===== src/hdl/hbkt_pkg.sv =====
// ----------------------------------------------------------------------------
// hbkt_pkg
// Shared types, usage codes and key translation for the boot keyboard
// translator.
// ----------------------------------------------------------------------------
package hbkt_pkg;

  localparam int unsigned KeySlots  = 6;
  localparam int unsigned UsageW    = 8;
  localparam int unsigned SlotIdxW  = $clog2(KeySlots);
  localparam int unsigned ScanW     = 5;
  localparam int unsigned CharW     = 7;
  localparam int unsigned ModsW     = 4;
  localparam int unsigned InDataW   = UsageW * (KeySlots + 1);
  localparam int unsigned OutFieldW = ScanW + CharW + 1 + ModsW;
  localparam int unsigned OutDataW  = ((OutFieldW + 7) / 8) * 8;

  localparam logic [SlotIdxW-1:0] LastSlot = SlotIdxW'(KeySlots - 1);

  localparam logic [UsageW-1:0] UsageRollover = 8'h01;
  localparam logic [UsageW-1:0] UsageCaps     = 8'h39;
  localparam logic [UsageW-1:0] UsageEnter    = 8'h28;
  localparam logic [UsageW-1:0] UsageEscape   = 8'h29;
  localparam logic [UsageW-1:0] UsageBksp     = 8'h2A;
  localparam logic [UsageW-1:0] UsageTab      = 8'h2B;
  localparam logic [UsageW-1:0] UsageDelete   = 8'h4C;
  localparam logic [UsageW-1:0] UsageRight    = 8'h4F;
  localparam logic [UsageW-1:0] UsageLeft     = 8'h50;
  localparam logic [UsageW-1:0] UsageDown     = 8'h51;
  localparam logic [UsageW-1:0] UsageUp       = 8'h52;
  localparam logic [UsageW-1:0] UsageLetterA  = 8'h04;
  localparam logic [UsageW-1:0] UsageLetterZ  = 8'h1D;

  localparam logic [ScanW-1:0] ScanUp     = 5'd1;
  localparam logic [ScanW-1:0] ScanDown   = 5'd2;
  localparam logic [ScanW-1:0] ScanRight  = 5'd3;
  localparam logic [ScanW-1:0] ScanLeft   = 5'd4;
  localparam logic [ScanW-1:0] ScanDelete = 5'd8;
  localparam logic [ScanW-1:0] ScanEscape = 5'd23;

  localparam logic [7:0] ModShift = 8'h22;
  localparam logic [7:0] ModCtrl  = 8'h11;
  localparam logic [7:0] ModAlt   = 8'h44;
  localparam logic [7:0] ModGui   = 8'h88;

  typedef enum logic [1:0] {
    ST_IDLE,
    ST_MASK,
    ST_SCAN
  } hbkt_state_e;

  typedef struct packed {
    logic                load;
    logic                mask_en;
    logic                step;
    logic                commit;
    logic [SlotIdxW-1:0] slot_idx;
  } hbkt_cmd_t;

  typedef struct packed {
    logic rollover;
    logic slot_emit;
    logic out_free;
  } hbkt_sts_t;

  typedef struct packed {
    logic [ScanW-1:0] scan;
    logic [CharW-1:0] chr;
  } hbkt_key_t;

  function automatic logic [CharW-1:0] plain_char(input logic [UsageW-1:0] u);
    logic [CharW-1:0] c;
    c = '0;
    if (u >= UsageLetterA && u <= UsageLetterZ) begin
      c = CharW'(u + 8'h5D);
    end else begin
      case (u)
        8'h1E, 8'h1F, 8'h20, 8'h21, 8'h22,
        8'h23, 8'h24, 8'h25, 8'h26: c = CharW'(u + 8'h13);
        8'h27: c = 7'h30;
        8'h2C: c = 7'h20;
        8'h2D: c = 7'h2D;
        8'h2E: c = 7'h3D;
        8'h2F: c = 7'h5B;
        8'h30: c = 7'h5D;
        8'h31: c = 7'h5C;
        8'h33: c = 7'h3B;
        8'h34: c = 7'h27;
        8'h35: c = 7'h60;
        8'h36: c = 7'h2C;
        8'h37: c = 7'h2E;
        8'h38: c = 7'h2F;
        default: c = '0;
      endcase
    end
    return c;
  endfunction

  function automatic logic [CharW-1:0] shift_char(input logic [UsageW-1:0] u);
    logic [CharW-1:0] c;
    c = '0;
    if (u >= UsageLetterA && u <= UsageLetterZ) begin
      c = CharW'(u + 8'h3D);
    end else begin
      case (u)
        8'h1E: c = 7'h21;
        8'h1F: c = 7'h40;
        8'h20: c = 7'h23;
        8'h21: c = 7'h24;
        8'h22: c = 7'h25;
        8'h23: c = 7'h5E;
        8'h24: c = 7'h26;
        8'h25: c = 7'h2A;
        8'h26: c = 7'h28;
        8'h27: c = 7'h29;
        8'h2C: c = 7'h20;
        8'h2D: c = 7'h5F;
        8'h2E: c = 7'h2B;
        8'h2F: c = 7'h7B;
        8'h30: c = 7'h7D;
        8'h31: c = 7'h7C;
        8'h33: c = 7'h3A;
        8'h34: c = 7'h22;
        8'h35: c = 7'h7E;
        8'h36: c = 7'h3C;
        8'h37: c = 7'h3E;
        8'h38: c = 7'h3F;
        default: c = '0;
      endcase
    end
    return c;
  endfunction

  function automatic hbkt_key_t translate(input logic [UsageW-1:0] u,
                                          input logic shift, input logic caps);
    hbkt_key_t k;
    logic      up;
    k.scan = '0;
    k.chr  = '0;
    up     = shift ^ (caps && u >= UsageLetterA && u <= UsageLetterZ);
    unique case (u)
      UsageEnter:  k.chr  = 7'd13;
      UsageBksp:   k.chr  = 7'd8;
      UsageTab:    k.chr  = 7'd9;
      UsageEscape: k.scan = ScanEscape;
      UsageDelete: k.scan = ScanDelete;
      UsageRight:  k.scan = ScanRight;
      UsageLeft:   k.scan = ScanLeft;
      UsageDown:   k.scan = ScanDown;
      UsageUp:     k.scan = ScanUp;
      default:     k.chr  = up ? shift_char(u) : plain_char(u);
    endcase
    return k;
  endfunction

endpackage


===== src/hdl/hbkt_ctrl.sv =====
// ----------------------------------------------------------------------------
// hbkt_ctrl
// Sequencer: takes a report, builds the press mask, then walks the slots; a rollover report returns it to idle instead.
// ----------------------------------------------------------------------------
module hbkt_ctrl import hbkt_pkg::*; (
  input  logic      clk_i,
  input  logic      rst_ni,
  input  logic      in_valid_i,
  output logic      in_ready_o,
  input  hbkt_sts_t sts_i,
  output hbkt_cmd_t cmd_o
);

  hbkt_state_e         state_q, state_d;
  logic [SlotIdxW-1:0] idx_q, idx_d;

  always_ff @(posedge clk_i or negedge rst_ni) begin
    if (!rst_ni) begin
      state_q <= ST_IDLE;
      idx_q   <= '0;
    end else begin
      state_q <= state_d;
      idx_q   <= idx_d;
    end
  end

  always_comb begin
    state_d       = state_q;
    idx_d         = idx_q;
    in_ready_o    = 1'b0;
    cmd_o         = '0;
    cmd_o.slot_idx = idx_q;
    unique case (state_q)
      ST_IDLE: begin
        in_ready_o = 1'b1;
        if (in_valid_i) begin
          cmd_o.load = 1'b1;
          state_d    = ST_MASK;
        end
      end
      ST_MASK: begin
        idx_d = '0;
        if (sts_i.rollover) begin
          state_d = ST_IDLE;
        end else begin
          cmd_o.mask_en = 1'b1;
          state_d       = ST_SCAN;
        end
      end
      ST_SCAN: begin
        if (!sts_i.slot_emit || sts_i.out_free) begin
          cmd_o.step = 1'b1;
          if (idx_q == LastSlot) begin
            cmd_o.commit = 1'b1;
            state_d      = ST_IDLE;
          end else begin
            idx_d = idx_q + 1'b1;
          end
        end
      end
      default: state_d = ST_IDLE;
    endcase
  end

endmodule


===== src/hdl/hbkt_dp.sv =====
// ----------------------------------------------------------------------------
// hbkt_dp
// Report registers, previous-report store, caps flag, press mask and the
// output register.
// ----------------------------------------------------------------------------
module hbkt_dp import hbkt_pkg::*; (
  input  logic                clk_i,
  input  logic                rst_ni,
  input  logic [InDataW-1:0]  in_data_i,
  input  hbkt_cmd_t           cmd_i,
  output hbkt_sts_t           sts_o,
  output logic                out_valid_o,
  input  logic                out_ready_i,
  output logic [OutDataW-1:0] out_data_o,
  output logic                out_last_o
);

  logic [7:0]        mods_q;
  logic [UsageW-1:0] keys_q  [KeySlots];
  logic [UsageW-1:0] prior_q [KeySlots];
  logic              caps_q, caps_d;
  logic [KeySlots-1:0] mask_q, mask_d, fresh;
  logic              out_valid_q, out_valid_d;
  logic [ScanW-1:0]  out_scan_q;
  logic [CharW-1:0]  out_chr_q;
  logic              out_ctrl_q;
  logic [ModsW-1:0]  out_mods_q;
  logic              out_last_q;
  logic [UsageW-1:0] cur_key;
  hbkt_key_t         cur_map, probe;
  logic [KeySlots-1:0] later;
  logic              shift, ctrl;
  logic [ModsW-1:0]  mods;

  always_comb begin
    for (int i = 0; i < KeySlots; i++) begin
      fresh[i] = keys_q[i] != '0;
      for (int j = 0; j < KeySlots; j++) begin
        if (prior_q[j] == keys_q[i]) fresh[i] = 1'b0;
      end
    end
  end

  always_comb begin
    for (int i = 0; i < KeySlots; i++) begin
      probe     = translate(keys_q[i], 1'b0, 1'b0);
      mask_d[i] = fresh[i] && keys_q[i] != UsageCaps &&
                  (probe.scan != '0 || probe.chr != '0);
    end
  end

  always_comb begin
    for (int i = 0; i < KeySlots; i++) begin
      later[i] = mask_q[i] && (SlotIdxW'(i) > cmd_i.slot_idx);
    end
  end

  assign shift   = |(mods_q & ModShift);
  assign ctrl    = |(mods_q & ModCtrl);
  assign mods    = {|(mods_q & ModGui), |(mods_q & ModAlt), ctrl, shift};
  assign cur_key = keys_q[cmd_i.slot_idx];
  assign cur_map = translate(cur_key, shift, caps_q);

  assign caps_d = caps_q ^ (cmd_i.step && fresh[cmd_i.slot_idx] &&
                            cur_key == UsageCaps);

  always_comb begin
    out_valid_d = out_valid_q && !out_ready_i;
    if (cmd_i.step && mask_q[cmd_i.slot_idx]) out_valid_d = 1'b1;
  end

  always_ff @(posedge clk_i or negedge rst_ni) begin
    if (!rst_ni) begin
      caps_q      <= 1'b0;
      out_valid_q <= 1'b0;
      for (int i = 0; i < KeySlots; i++) prior_q[i] <= '0;
    end else begin
      caps_q      <= caps_d;
      out_valid_q <= out_valid_d;
      if (cmd_i.commit) begin
        for (int i = 0; i < KeySlots; i++) prior_q[i] <= keys_q[i];
      end
    end
  end

  always_ff @(posedge clk_i) begin
    if (cmd_i.load) begin
      mods_q <= in_data_i[7:0];
      for (int i = 0; i < KeySlots; i++) begin
        keys_q[i] <= in_data_i[UsageW*(i+1) +: UsageW];
      end
    end
    if (cmd_i.mask_en) mask_q <= mask_d;
    if (cmd_i.step && mask_q[cmd_i.slot_idx]) begin
      out_scan_q <= cur_map.scan;
      out_chr_q  <= cur_map.chr;
      out_ctrl_q <= ctrl;
      out_mods_q <= mods;
      out_last_q <= ~|later;
    end
  end

  assign sts_o.rollover  = keys_q[0] == UsageRollover;
  assign sts_o.slot_emit = mask_q[cmd_i.slot_idx];
  assign sts_o.out_free  = !out_valid_q || out_ready_i;

  assign out_valid_o = out_valid_q;
  assign out_last_o  = out_last_q;
  assign out_data_o  = OutDataW'({out_mods_q, out_ctrl_q, out_chr_q, out_scan_q});

endmodule


===== src/hdl/hid_boot_keyboard_translator_core.sv =====
// ----------------------------------------------------------------------------
// hid_boot_keyboard_translator_core
// Turns HID boot-keyboard reports into key-press events.
// ----------------------------------------------------------------------------
// A report is taken in the idle state; the block then builds the mask of
// fresh presses and walks the six usage slots in order. Each fresh press
// that maps to a character or a navigation scan code leaves as one
// transaction on the master side, with tlast on the final one of the
// report; a stalled output holds the slot walk. Rollover reports are
// dropped from the mask state, back to idle, and leave the key history and
// caps state untouched. The slave side is ready whenever no report is in
// work, even while a result still waits on the master side.
// ----------------------------------------------------------------------------
module hid_boot_keyboard_translator_core import hbkt_pkg::*; (
  input  logic                clk_i,
  input  logic                rst_ni,
  input  logic                s_axis_tvalid,
  output logic                s_axis_tready,
  // modifier_bits, keycode_0 .. keycode_5
  input  logic [InDataW-1:0]  s_axis_tdata,
  output logic                m_axis_tvalid,
  input  logic                m_axis_tready,
  // scan_code, char_code, ctrl_held, held_mods, zero fill
  output logic [OutDataW-1:0] m_axis_tdata,
  // last_event
  output logic                m_axis_tlast
);

  hbkt_cmd_t cmd;
  hbkt_sts_t sts;

  hbkt_ctrl u_ctrl (
    .clk_i      (clk_i),
    .rst_ni     (rst_ni),
    .in_valid_i (s_axis_tvalid),
    .in_ready_o (s_axis_tready),
    .sts_i      (sts),
    .cmd_o      (cmd)
  );

  hbkt_dp u_dp (
    .clk_i       (clk_i),
    .rst_ni      (rst_ni),
    .in_data_i   (s_axis_tdata),
    .cmd_i       (cmd),
    .sts_o       (sts),
    .out_valid_o (m_axis_tvalid),
    .out_ready_i (m_axis_tready),
    .out_data_o  (m_axis_tdata),
    .out_last_o  (m_axis_tlast)
  );

  // a result is only written into a free output register
  a_no_overwrite: assert property (@(posedge clk_i) disable iff (!rst_ni)
    cmd.step && sts.slot_emit |-> sts.out_free)
    else $error("output register overwritten");

  // no new report is taken while slots are being walked
  a_busy_scan: assert property (@(posedge clk_i) disable iff (!rst_ni)
    cmd.step |-> !s_axis_tready)
    else $error("report accepted during slot walk");

  // a rollover report returns the block to idle without a walk
  a_rollover_drop: assert property (@(posedge clk_i) disable iff (!rst_ni)
    s_axis_tvalid && s_axis_tready && s_axis_tdata[15:8] == UsageRollover
    |=> ##1 s_axis_tready)
    else $error("rollover report not dropped");

endmodule


===== config.mk =====
export PLATFORM = sky130hd
export DESIGN_NAME = hid_boot_keyboard_translator_core
export DESIGN_NICKNAME = d
export VERILOG_FILES = /design/src/hdl/hbkt_pkg.sv /design/src/hdl/hbkt_ctrl.sv /design/src/hdl/hbkt_dp.sv /design/src/hdl/hid_boot_keyboard_translator_core.sv
export SDC_FILE = /design/constraint.sdc
export NUM_CORES = 1
export LEC_CHECK = 0
export BUFFER_PORTS_ARGS = -buffer_cell sky130_fd_sc_hd__buf_2
export CAP_MARGIN = 20
export CORE_ASPECT_RATIO = 0.8
export CORE_MARGIN = 5
export CORE_UTILIZATION = 62
export DETAILED_ROUTE_END_ITERATION = 8
export PLACE_DENSITY = 0.82
export SLEW_MARGIN = 20
export SYNTH_ARGS = -nofsm -noshare
export SYNTH_HDL_FRONTEND = slang
export SYNTH_SLANG_ARGS = --single-unit

===== constraint.sdc =====
create_clock -name clk_i -period 3.6 [get_ports clk_i]
set_input_delay 0.72 -clock clk_i [delete_from_list [all_inputs] [get_ports clk_i]]
set_output_delay 0.72 -clock clk_i [all_outputs]
set_load 0.02 [all_outputs]

==> flow_summary.yaml <==
sta:
  fin_crit_sh: 0.964
  tightest_slew_ns: 0.738
  clock_skew_ns: 0.0132
  period_needed_ns: 3.47
  fmax_mhz: 288
  slew_headroom: 0.507
  setup_violations: 0
  final_hold_viol_count: 0
  drv_slew: 0
global_routing:
  grt_pass1_vias: 10000
  antenna_found_initial: 2
  grt_pass1_wl_mm: 59.1
  grt.total_usage: 0.351
  grt_overflow: 0
  grt_max_degree: 49
cells_and_area:
  drive_above_1_share: 0.208
  mostFrequentLayoutCells: "xor2_1 (152), xnor2_1 (142), buf_2 (79), buf_4 (79), edfxtp_1 (79)"
  final_area_mm2: 0.0131
  area_growth_pct: 10.8
  num-nets-final: 1424
  mostFrequentLayoutCell: "xor2_1"
  register_area_mm2: 0.00375
  multiInputGateArea_mm2: 0.00733
  fillers: 1460
power:
  p_leak_nw: 5.41
  switchingPower_w: 0.00405
  p_sw_frac: 0.464
  p_total_w: 0.00874
  combinationalPowerShare: 0.528
  power_frac_clock: 0.194
  p_seq_frac: 0.279
  p_per_area_mw_per_mm2: 666
  p_int_w: 0.00469
  irDropWorstVdd_v: 0.000442
cts:
  max-clock-path-buffers: 2
  clockRootBuffer: "clkbuf_16"
  cts_tree: "built"
  cts_sinks: 134
  cts.clk_slew.worst_paths_ns: 0.07
  cts_buffers: 17
  clk_latency_ns: 0.44
  hold_buffers: 0
  h-tree-depth: 4
synthesis:
  syn_area_per_cell_um2: 9.34
  syn-instance-count: 1268
  async_reset_ff_frac: 0.410
  synth_area_mm2: 0.0118
  ys_types: 84
  yosys_warnings: 0
  ys.flop_type: "edfxtp_1"
  synth.yosys.seq_area_share: 0.317
  ys_ff_latch: 134
  synth_edf_count: 79
routing:
  wl_mm: 38.5
  wl_met2_mm: 15.9
  wirelength_met1_mm: 15.6
  postRouteAntennaNets: 0
  highest_layer: "met4"
  wl_met3_mm: 5.74
  route.detailed.drc: 0
  drt-initial-drc-count: 1541
  first_pass_iters: 7
  via_per_inst: 6.62
  wl_per_cell_um: 24.3
  via_count: 10500
floorplan:
  fp.dieH_um: 134
  start_util: 0.628
  ios: 87
  core_mm2: 0.0189
  row_count: 45
  die_x_um: 165
  die_area_mm2: 0.0220
critical_path:
  max_stage_delay_ns: 0.57
  cp_max_fo: 8
  path_depth: 9
  crit_type: "reg -> reg"
  ff2ff_path_depth: 9
  critPathBufInv: 1
  required_ns: 3.86
  cp_slowest_cell: "or4_4"
  startpoint_type: "register"
  crit_arrival_ns: 3.73
  path_delay_family: "multiplexers"
  cp-end-kind: "register"
  worstPathCellList: "mux4_2 -> mux2_2 -> inv_1 -> ha_1 -> nor4_2 -> or4_4 -> a32oi_2 -> a221oi_1 -> o22ai_1"
outcome:
  status: "finished, final reports clean"
worst_hold_path:
  hp-class: "in -> async"
placed_design:
  placed_cell_area_mm2: 0.0125
  dp_hpwl_mm: 28.3
  gp_congestion: 1.02
  io_buffers: 79
run:
  maxCapViolations: 0
[Yosys cell counts, types with 4 or more instances]
| master | n | area (µm²) |
|---|---|---|
| xor2_1 | 152 | 1330 |
| xnor2_1 | 142 | 1240 |
| edfxtp_1 | 79 | 2370 |
| nand2_1 | 78 | 293 |
| clkbuf_1 | 76 | 285 |
| nor2_1 | 60 | 225 |
| dfrtp_1 | 55 | 1380 |
| mux2_2 | 54 | 608 |
| ha_1 | 53 | 663 |
| nor4_1 | 49 | 307 |
| a21oi_1 | 43 | 215 |
| nand4_1 | 39 | 244 |
| inv_1 | 35 | 131 |
| o21ai_0 | 32 | 160 |
| buf_1 | 27 | 101 |
| nor3_1 | 25 | 125 |
| buf_2 | 21 | 105 |
| nand3_1 | 20 | 100 |
| a211oi_1 | 19 | 143 |
| mux2i_1 | 16 | 160 |
| o22ai_1 | 16 | 100 |
| o211ai_1 | 13 | 97.6 |
| buf_4 | 11 | 82.6 |
| a31oi_1 | 9 | 56.3 |
| or3_1 | 7 | 43.8 |
| nand2b_1 | 6 | 37.5 |
| a21boi_0 | 5 | 37.5 |
| a221oi_1 | 5 | 43.8 |
| a311oi_1 | 5 | 43.8 |
| and2_1 | 5 | 31.3 |
| and4b_1 | 5 | 50.1 |
| o31ai_1 | 5 | 37.5 |
| o32a_1 | 5 | 50.1 |
| buf_6 | 4 | 45.0 |
| nand3b_1 | 4 | 30.0 |
| nand4b_1 | 4 | 35.0 |
| or2_2 | 4 | 25.0 |
[final cells by class]
cell class              count  share of cell area
flip-flops and latches    134               0.286
diodes                      2            0.000381
clock inverters            15              0.0108
multi-input cells         962               0.559
well taps                 258              0.0246
inverters                  37              0.0106
clock buffers              17              0.0324
repair buffers            159              0.0768
[flip-flops by register name, summed over array words and instances (netlist names), 2 cells and up]
register         flops
u_ctrl.idx_q         3
u_ctrl.state_q       2
u_dp.keys_q         48
u_dp.mask_q          6
u_dp.mods_q          8
u_dp.out_chr_q       7
u_dp.out_mods_q      4
u_dp.out_scan_q      5
u_dp.prior_q        48
[power by group through the flow]
stage	logic [W]	registers (W)	clock network, W
6_report	0.00461	0.00243	0.00169
5_1_grt	0.00492	0.00244	0.00177
4_1_cts	0.00447	0.00240	0.00170
3_5_place_dp	0.00444	0.00243	0
3_3_place_gp	0.00440	0.00242	0
2_1_floorplan	0.00333	0.00220	0
[timing repair]
item                       4_1_cts  5_1_grt
resized for setup                0        0
buffers inserted                 0        1
setup endpoints to repair        0        1
[kinds of logic (layout without fill, tap and decap cells)]
family / Yosys count / in the layout / synth area share
other cells: 1 / 9 / 0.000317
compound gates: 203 / 203 / 0.118
buf+inv: 178 / 228 / 0.0670
xor+xnor: 294 / 294 / 0.217
flops: 134 / 134 / 0.317
simple gates: 332 / 332 / 0.154
fa+ha+maj: 53 / 53 / 0.0560
mux: 73 / 73 / 0.0706
[final timing paths]
kind,start,slack (ns),to
max in group asynchronous,rst_ni,2.52,u_dp.prior_q[12]
min in group clk_i,s_axis_tdata[55],0.45,u_dp.keys_q[5][7]
worst max register to register,u_ctrl.idx_q[0],0.13,u_dp.out_chr_q[2]
worst min register to register,u_dp.mods_q[0],0.50,u_dp.out_mods_q[1]
worst max-delay path,u_ctrl.idx_q[0],0.13,u_dp.out_chr_q[2]
worst min-delay path,rst_ni,0.12,u_dp.prior_q[22]
[worst register-to-register path, delay by kind of cell (launching register included)]
family,cells,cell delay (ns)
multiplexers,2,0.89
AND/OR/NAND/NOR,2,0.71
AO/OA/AOI/OAI,3,0.64
flip-flops,1,0.48
adder cells (fa/ha/maj),1,0.39
buffers and inverters,1,0.20
[stage by stage]
stage	hold slack (ns)	TNS (ns)	worst slack, ns	util	std cells
5_1_grt	0.134	-0.00250	-0.00250	0.696	1583
4_1_cts	0.130	0	0.150	0.695	1581
6_report	0.124	0	0.130	0.696	1584
3_3_place_gp	0.469	0	0.286	0.665	1549
2_1_floorplan	0.424	0	0.277	-	1274
3_5_place_dp	0.482	0	0.159	0.665	1549
[layer usage]
layer | track usage | up-vias
li1 | - | 4574
met2 | 0.495 | 778
met5 | 0 | -
met1 | 0.517 | 5015
met3 | 0.105 | 126
met4 | 0.105 | 0
(Power assumes the default switching activity.)
